--- src/design/pals_pkg.sv ---
// shared types and constants for the polyline arc-length sampler
package pals_pkg;

   localparam int MAX_VERTICES_DEF = 64;
   localparam int COORD_BITS = 16;
   localparam int DIFF_BITS = COORD_BITS + 1;
   localparam int LEN_BITS = 24;
   localparam int FRAC_BITS = 17;
   localparam int T_BITS = 17;
   localparam int SEG_BITS = 6;
   localparam int SQ_BITS = 2 * DIFF_BITS;
   localparam int TGT_BITS = FRAC_BITS + LEN_BITS;
   localparam int ITER_BITS = 5;
   localparam int ROOT_STEPS = SQ_BITS / 2;
   localparam logic [FRAC_BITS-1:0] FRAC_ONE = FRAC_BITS'(65536);

   typedef enum logic {
      OP_LOAD  = 1'b0,
      OP_QUERY = 1'b1
   } op_type;

   typedef enum logic [1:0] {
      ST_OK        = 2'd0,
      ST_NOT_FOUND = 2'd1,
      ST_DROPPED   = 2'd2,
      ST_NO_PATH   = 2'd3
   } status_type;

   typedef struct packed {
      op_type                        op;
      logic signed [COORD_BITS-1:0]  x;
      logic signed [COORD_BITS-1:0]  y;
      logic                          last;
      logic [FRAC_BITS-1:0]          frac;
   } cmd_type;

endpackage

--- src/design/pals_req_if.sv ---
// request channel: vertex loads and point queries
interface pals_req_if;
   logic                                   valid;
   logic                                   ready;
   logic                                   req_type;
   logic signed [pals_pkg::COORD_BITS-1:0] vertex_x;
   logic signed [pals_pkg::COORD_BITS-1:0] vertex_y;
   logic                                   last_vertex;
   logic [pals_pkg::FRAC_BITS-1:0]         fraction;

   modport source (output valid, req_type, vertex_x, vertex_y, last_vertex, fraction,
                   input ready);
   modport sink (input valid, req_type, vertex_x, vertex_y, last_vertex, fraction,
                 output ready);
endinterface

--- src/design/pals_front.sv ---
// front end: classifies request beats and queues them for the back end
module pals_front (
   input  logic                 clock,
   input  logic                 reset,
   pals_req_if.sink             req,
   output logic                 cmd_valid,
   output pals_pkg::cmd_type    cmd,
   input  logic                 cmd_pop
);

   pals_pkg::cmd_type entry_ff [2];
   logic       wr_ptr_ff;
   logic       rd_ptr_ff;
   logic [1:0] fill_ff;
   pals_pkg::cmd_type cls;
   logic       push;

   // classify: decode op and clamp the fraction to one
   always_comb begin
      cls.op   = req.req_type ? pals_pkg::OP_QUERY : pals_pkg::OP_LOAD;
      cls.x    = req.vertex_x;
      cls.y    = req.vertex_y;
      cls.last = req.last_vertex;
      cls.frac = (req.fraction > pals_pkg::FRAC_ONE) ? pals_pkg::FRAC_ONE : req.fraction;
   end

   assign req.ready = (fill_ff != 2'd2);
   assign push      = req.valid && req.ready;
   assign cmd_valid = (fill_ff != 2'd0);
   assign cmd       = entry_ff[rd_ptr_ff];

   // two-entry queue storage
   always_ff @(posedge clock) begin
      if (push) begin
         entry_ff[wr_ptr_ff] <= cls;
      end
   end

   // queue pointers and fill level
   always_ff @(posedge clock) begin
      if (reset) begin
         wr_ptr_ff <= 1'b0;
         rd_ptr_ff <= 1'b0;
         fill_ff   <= 2'd0;
      end else begin
         if (push) begin
            wr_ptr_ff <= ~wr_ptr_ff;
         end
         if (cmd_pop) begin
            rd_ptr_ff <= ~rd_ptr_ff;
         end
         case ({push, cmd_pop})
            2'b10:   fill_ff <= fill_ff + 2'd1;
            2'b01:   fill_ff <= fill_ff - 2'd1;
            default: fill_ff <= fill_ff;
         endcase
      end
   end

endmodule

--- src/flat_wrapper.sv ---
// flat-port wrapper written by rule: the top's interface ports become plain ports
module pals_front_flat 
  (clock, reset, cmd_valid, cmd, cmd_pop, req_valid, req_req_type, req_vertex_x, req_vertex_y, req_last_vertex, req_fraction, req_ready);
  pals_req_if req_i ();
  input  logic clock;
  input  logic reset;
  output logic cmd_valid;
  output pals_pkg::cmd_type cmd;
  input  logic cmd_pop;
  input wire logic [$bits(req_i.valid)-1:0] req_valid;
  input wire logic [$bits(req_i.req_type)-1:0] req_req_type;
  input wire logic [$bits(req_i.vertex_x)-1:0] req_vertex_x;
  input wire logic [$bits(req_i.vertex_y)-1:0] req_vertex_y;
  input wire logic [$bits(req_i.last_vertex)-1:0] req_last_vertex;
  input wire logic [$bits(req_i.fraction)-1:0] req_fraction;
  output wire logic [$bits(req_i.ready)-1:0] req_ready;
  assign req_i.valid = req_valid;
  assign req_i.req_type = req_req_type;
  assign req_i.vertex_x = req_vertex_x;
  assign req_i.vertex_y = req_vertex_y;
  assign req_i.last_vertex = req_last_vertex;
  assign req_i.fraction = req_fraction;
  assign req_ready = req_i.ready;
  pals_front u_core (.clock(clock), .reset(reset), .req(req_i), .cmd_valid(cmd_valid), .cmd(cmd), .cmd_pop(cmd_pop));
endmodule
--- config.mk ---
export PLATFORM = sky130hd
export DESIGN_NAME = pals_front_flat
export DESIGN_NICKNAME = d
export VERILOG_FILES = /design/src/design/pals_pkg.sv /design/src/design/pals_req_if.sv /design/src/design/pals_front.sv /design/src/flat_wrapper.sv
export SDC_FILE = /design/constraint.sdc
export NUM_CORES = 1
export LEC_CHECK = 0
export BUFFER_PORTS_ARGS = -buffer_cell sky130_fd_sc_hd__buf_2
export CAP_MARGIN = 10
export CORE_ASPECT_RATIO = 1.1
export CORE_MARGIN = 4
export CORE_UTILIZATION = 55
export CTS_CLUSTER_DIAMETER = 200
export DETAILED_ROUTE_END_ITERATION = 16
export PLACE_DENSITY_LB_ADDON = 0.25
export SYNTH_ARGS = -nofsm -noshare
export SYNTH_HDL_FRONTEND = slang
export SYNTH_SLANG_ARGS = --single-unit
--- constraint.sdc ---
create_clock -name clock -period 6.9 [get_ports clock]
set_clock_uncertainty 0.15 [all_clocks]
set_input_delay 0.69 -clock clock [delete_from_list [all_inputs] [get_ports clock]]
set_output_delay 0.69 -clock clock [all_outputs]
set_load 0.02 [all_outputs]
==> reports/metrics.cfg, run 1 <==
[floorplanning]
num_io_pins = 108
rows = 32
start_util_pct = 57.3
die_width_um = 90.2
coreArea_sq_um = 7130
die_h_um = 98.4
fp.dieArea_sq_um = 8870

[synthesis]
muxShareOfSynthArea_pct = 14.1
synth_seq_cells = 107
synth_compound_area_share_pct = 1.29
synth_warnings = 0
synthTopCellsByArea = edfxtp_1, mux2_2, dfxtp_1
synth_top_family_by_area = multiplexers
synth_area_sq_um = 4090
synth_fp_nets = 261
async_reset_ff_share_pct = 0
synth-edff-count = 102
post_synth_num_cell_types = 24
avgSynthCellArea_sq_um = 19.9
synth_top_area_share_pct = 75.0
synth-simple-area-share_pct = 5.33
synth-main-ff-cell = edfxtp_1
synth_fa_ha_area_share_pct = 0.306
synth_cells = 205
ys_seq_area_share_pct = 77.4
synthXorXnorAreaFrac_pct = 0.643
synth.largest_area_cell = edfxtp_1

[critical_path]
crit_type = reg2out
arrival_ns = 2.08
reg2reg_depth = 3
critPathLaunchType = flop
reg2reg_slack_ns = 4.79
required_ns = 6.06
crit_path_max_fanout = 28
worst_setup_path_end_kind = output pin

[place]
placed_cells = 392
dp_hpwl_mm = 4.73
io_buffers = 107
gp_congestion = 0.675

[finish]
final_util_pct = 68.8
n_fill_cell = 505
stdcell_count = 408
n_antenna_cell = 0
nets = 374
area_delta_synth_final_pct = 20.0
drive_gt1_share_pct = 57.3

[detailed_routing]
ant_nets = 0
routed_wirelength_mm = 6.92
vias_per_cell = 5.22
drc = 0
topRoutingLayerUsed = met4
drt-initial-drc-count = 68
route.layer.met1.wl_mm = 2.89
route.met2.wl_mm = 3.51
post_drt_wl_per_cell_um = 17.0
vias = 2128
wl_met3_um = 454
drt-pass1-iter-count = 4

[sta]
slew_headroom_pct = 23.8
period_minus_slack_ns = 2.92
fmax_ghz = 0.343
timing.hold.ws_ns = 0.355
fin_crit_sh_pct = 42.3
hold_viol_final = 0
slew_viol_final = 0
worstMarginPinSlew_ns = 1.14
finalSetupViolations = 0
rsz0062_at_grt = false
fin_tns_setup_ns = 0

[global_route]
grt_pass1_vias = 2277
grt_first_pass_wirelength_mm = 11.1
antenna_found_initial = 0
grt_usage_pct = 16.2
overflow = 0
grt_max_degree = 52

[clocking]
cts_tree = built
cts_setup_buffers = 0
cts.clk_slew.worst_paths_ns = 0.09
insertion_delay_ns = 0.35
cts_num_sinks = 107
cts_buffers = 9
cts-root-buf = clkbuf_8
clock_path_buffers = 2
cts_max_level = 3
cts_hold_buf = 0
post_cts_resized = 0

[power_and_ir_drop]
leakage_nw = 1.82
p_per_area_nw_per_um2 = 284
max-vdd-ir-drop_mv = 0.169

[flow_run]
maxCapViolCount = 0

[hold_path]
hold-path-cell-count = 2
worstHoldPathType = reg2reg

[outcome]
status = completed

placed cells by master (no fill, tap or decap), drive strengths merged, types with 2 or more instances in the layout:
master and count:
buf 109, edfxtp 102, mux2 51, nor2b 16
clkbuf 12, dfxtp 5, nor4 4, nor2 3
inv 3, xnor2 2, a21oi 2, clkinvlp 2
worst paths after layout:
path                                                      from                                to
worst max-delay path                                      flop                            cmd[7]
worst min register to register  u_core.fill_ff[1]$_SDFFE_PP0P_    u_core.fill_ff[1]$_SDFFE_PP0P_
worst max register to register  u_core.fill_ff[0]$_SDFFE_PP0P_  u_core.entry_ff[0][20]$_DFFE_PP_
worst min-delay path            u_core.fill_ff[1]$_SDFFE_PP0P_    u_core.fill_ff[1]$_SDFFE_PP0P_
Yosys cell counts, types with 2 or more instances:
cell and count:
nor4_2 2, inv_1 2, clkbuf_1 2, nor2_1 3
xnor2_1 2, dfxtp_1 5, nor4_4 2, mux2_2 51
a21oi_1 2, nor2b_1 15, edfxtp_1 102, buf_2 5
cells by family after synthesis:
family,after synthesis
multiplexers,51
adder cells (fa/ha/maj),1
buffers and inverters,9
flip-flops,107
XOR/XNOR,3
AND/OR/NAND/NOR,29
AO/OA/AOI/OAI,5
per-stage QoR:
stage                     cell area [sq um]  total power [mW]  worst slack, ns
after CTS                              4900              1.41             3.90
after global routing                   4900              1.45             3.83
after detailed placement               4710              1.06             4.31
after global placement                 4710              1.05             4.32
final                                  4900              1.39             3.98
after floorplan                        4090             0.969             4.35
report_power, final:
group / leakage (nW) / switching [mW] / internal, mW
clock: 0.0883 / 0.196 / 0.156
sequential: 1.00 / 0.0189 / 0.781
combinational: 0.731 / 0.145 / 0.0937
total: 1.82 / 0.360 / 1.03
per-layer routing:
metal,vias up,GRT usage (%)
met5,-,0
met4,0,5.65
met3,7,5.47
met2,72,27.6
met1,1033,19.2
li1,1016,-
registers in the layout, indices dropped and copies added, names as in the netlist, named ones only:
signal and count:
u_core.rd_ptr_ff 1, u_core.wr_ptr_ff 1, u_core.entry_ff 102, u_core.fill_ff 2
cell type report:
cell class | instances | area [sq um] | share of cell area (%)
Multi-Input combinational cell | 89 | 885 | 18.0
Clock buffer | 12 | 156 | 3.19
Tap cell | 85 | 106 | 2.17
Sequential cell | 107 | 3160 | 64.5
Timing Repair Buffer | 109 | 551 | 11.2
Clock inverter | 4 | 32.5 | 0.664
Inverter | 2 | 7.51 | 0.153
worst max-delay path: stages, from the launching register on:
cell and delay, ns:
dfxtp_2 0.69, buf_4 0.45, mux2_2 0.41, buf_2 0.17
No activity file was read; power rests on OpenSTA's default activity.
==> inputs of run 2 (changes only) <==
--- a/config.mk
+++ b/config.mk
@@ -5,11 +5,12 @@
 export SDC_FILE = /design/constraint.sdc
 export NUM_CORES = 1
 export LEC_CHECK = 0
+export ABC_AREA = 1
 export BUFFER_PORTS_ARGS = -buffer_cell sky130_fd_sc_hd__buf_2
 export CAP_MARGIN = 10
 export CORE_ASPECT_RATIO = 1.1
 export CORE_MARGIN = 4
-export CORE_UTILIZATION = 55
+export CORE_UTILIZATION = 47
 export CTS_CLUSTER_DIAMETER = 200
 export DETAILED_ROUTE_END_ITERATION = 16
 export PLACE_DENSITY_LB_ADDON = 0.25
==> constraint.sdc (replaced) <==
create_clock -name clock -period 2.39 [get_ports clock]
set_clock_uncertainty 0.15 [all_clocks]
set_input_delay 0.239 -clock clock [delete_from_list [all_inputs] [get_ports clock]]
set_output_delay 0.239 -clock clock [all_outputs]
set_load 0.02 [all_outputs]
==> reports/metrics.cfg, run 2 <==
[detailed_routing]
drt-initial-drc-count = 74
drc = 0
drt-pass1-iter-count = 4
post_drt_wl_per_cell_um = 14.8
vias_per_cell = 4.80
routed_wirelength_mm = 7.46
ant_nets = 0
vias = 2415

[power_and_ir_drop]
p_per_area_nw_per_um2 = 734
power_frac_comb_pct = 17.6
swShare_pct = 26.3
max-vdd-ir-drop_mv = 0.367
clkPwrFrac_pct = 25.1
p_seq_share_pct = 57.3
internal_power_mw = 2.90
leakage_nw = 2.08
power_switching_mw = 1.03

[sta]
fin_tns_setup_ns = 0
fmax_ghz = 0.498
rsz0062_at_grt = false
period_minus_slack_ns = 2.01
slew_headroom_pct = 69.6
hold_viol_final = 0
finalSetupViolations = 0
fin_crit_sh_pct = 84.0
worstMarginPinSlew_ns = 0.456
slew_viol_final = 0

[finish]
final_common_cell = buf_2
drive_gt1_share_pct = 50.0
layout_common_cells = buf_2, edfxtp_1, mux2_2
fin_area_sq_um = 5360
n_fill_cell = 664
stdcell_count = 503
nets = 443
largestRegisters = u_core.entry_ff: 102 flops, u_core.fill_ff: 2 flops
final_util_pct = 62.7
n_antenna_cell = 0
area_delta_synth_final_pct = 28.1
largest_register_ffs = 102
regMostFlops = u_core.entry_ff

[outcome]
status = completed

[floorplanning]
start_util_pct = 49.0
rows = 35
die_h_um = 107
fp.dieArea_sq_um = 10500
coreArea_sq_um = 8540
num_io_pins = 108
die_width_um = 97.9

[critical_path]
arrival_ns = 1.62
r2r_start = u_core.fill_ff[0]$_SDFFE_PP0P_
crit_type = reg2out
critPathLaunchType = flop
worst_setup_path_end_kind = output pin
crit_path_max_fanout = 31
required_ns = 2.00
reg2reg_slack_ns = 0.66
reg2reg_depth = 5

[synthesis]
async_reset_ff_share_pct = 0
avgSynthCellArea_sq_um = 17.6
synth_area_sq_um = 4180
synth_warnings = 0
synthTopCellsByArea = edfxtp_1, mux2_2, dfxtp_1
muxShareOfSynthArea_pct = 13.7
synth_top_family_by_area = multiplexers
synthXorXnorAreaFrac_pct = 0.210
synth_top_area_share_pct = 73.3
synth_compound_area_share_pct = 3.32
post_synth_num_cell_types = 20
synth-edff-count = 102
synth_fp_nets = 294
synth_fa_ha_area_share_pct = 0.299
synth_cells = 238
synth_most_common_cell = edfxtp_1
synth_commonest_cells = edfxtp_1, mux2_2, inv_1
synth_seq_cells = 107
ys_seq_area_share_pct = 75.7
synth-main-ff-cell = edfxtp_1
synth-simple-area-share_pct = 2.90
synth.largest_area_cell = edfxtp_1

[global_route]
grt_first_pass_wirelength_mm = 12.2
grt_usage_pct = 15.2
grt_pass1_vias = 2585
overflow = 0
antenna_found_initial = 0
grt_max_degree = 34

[place]
dp_hpwl_mm = 4.88
placed_cell_area_sq_um = 4830
io_buffers = 107
gp_congestion = 0.756
placed_cells = 452

[clocking]
clock_path_buffers = 2
cts_tree = built
cts_max_level = 3
cts.clk_slew.worst_paths_ns = 0.10
cts_num_sinks = 107
cts-root-buf = clkbuf_8
cts_setup_buffers = 0
cts_buffers = 9
insertion_delay_ns = 0.35

[flow_run]
maxCapViolCount = 0

[hold_path]
hold-path-cell-count = 3
hp-start = cmd_pop
worstHoldPathType = in2reg

## run 2: changes by cell type after synthesis, moves of 2 or more
cell | before | now
inv_1 | 2 | 20
nor2b_1 | 15 | 0
a21oi_2 | 0 | 10
nor2_1 | 3 | 13
nand2_1 | 1 | 8
a21oi_1 | 2 | 8
buf_6 | 0 | 6
buf_2 | 5 | 3
nor2_2 | 0 | 2
nor4_2 | 2 | 0
nor4_4 | 2 | 0
## run 2: path summary, 6_finish.rpt
check,end
max reg2reg,u_core.entry_ff[1][49]$_DFFE_PP_
max,cmd[42]
min reg2reg,u_core.fill_ff[0]$_SDFFE_PP0P_
min,flop
## run 2: cells by family after synthesis
logic type | count (synthesis)
AOI/OAI and AO/OA | 20
DFF | 107
muxes | 51
xor gates and xnor gates | 1
and+or+nand+nor | 28
adders and majority gates | 1
buffers and inverters | 30
## run 2: metrics by stage
stage | hold WS, ns | worst slack (ns) | power [mW]
detailed placement | 0.282 | 0.666 | 2.96
floorplan | 0.161 | -0.270 | 2.73
finish | 0.0383 | 0.383 | 3.93
global placement | 0.279 | 0.719 | 2.94
CTS | 0.0263 | 0.347 | 3.97
global route | 0.0286 | 0.273 | 4.12
## run 2: layout make-up
class / count / area, sq um / share of cell area [%]
Clock buffer: 9 / 124 / 2.31
Multi-Input combinational cell: 101 / 871 / 16.3
Sequential cell: 107 / 3160 / 59.1
Inverter: 20 / 75.1 / 1.40
Tap cell: 111 / 139 / 2.59
Clock inverter: 7 / 52.6 / 0.981
Timing Repair Buffer: 148 / 931 / 17.4
## run 2: worst max-delay path: stages, from the launching register on
cell,delay (ns)
dfxtp_2,0.33
buf_4,0.36
mux2_2,0.39
buf_2,0.16
## run 2: what timing repair did
| action | CTS | global route |
|---|---|---|
| gates resized for setup | 0 | 0 |
| hold buffers | 35 | 0 |
| endpoints found under the hold margin | 71 | 0 |
## run 2: power by group through the flow
stage                     Sequential (mW)  Combinational (mW)  Clock (mW)
final                                2.25               0.692       0.986
after floorplan                      2.29               0.438           0
after global placement               2.29               0.652           0
after detailed placement             2.30               0.658           0
after CTS                            2.25               0.704        1.01
after global routing                 2.27               0.753        1.10
## run 2: metal layers
metal	vias up	GRT usage (%)	wire [um]
met4	0	5.93	106
met2	80	25.2	3670
met5	-	0	0
met1	1150	18.7	3160
li1	1176	-	-
met3	9	4.42	516
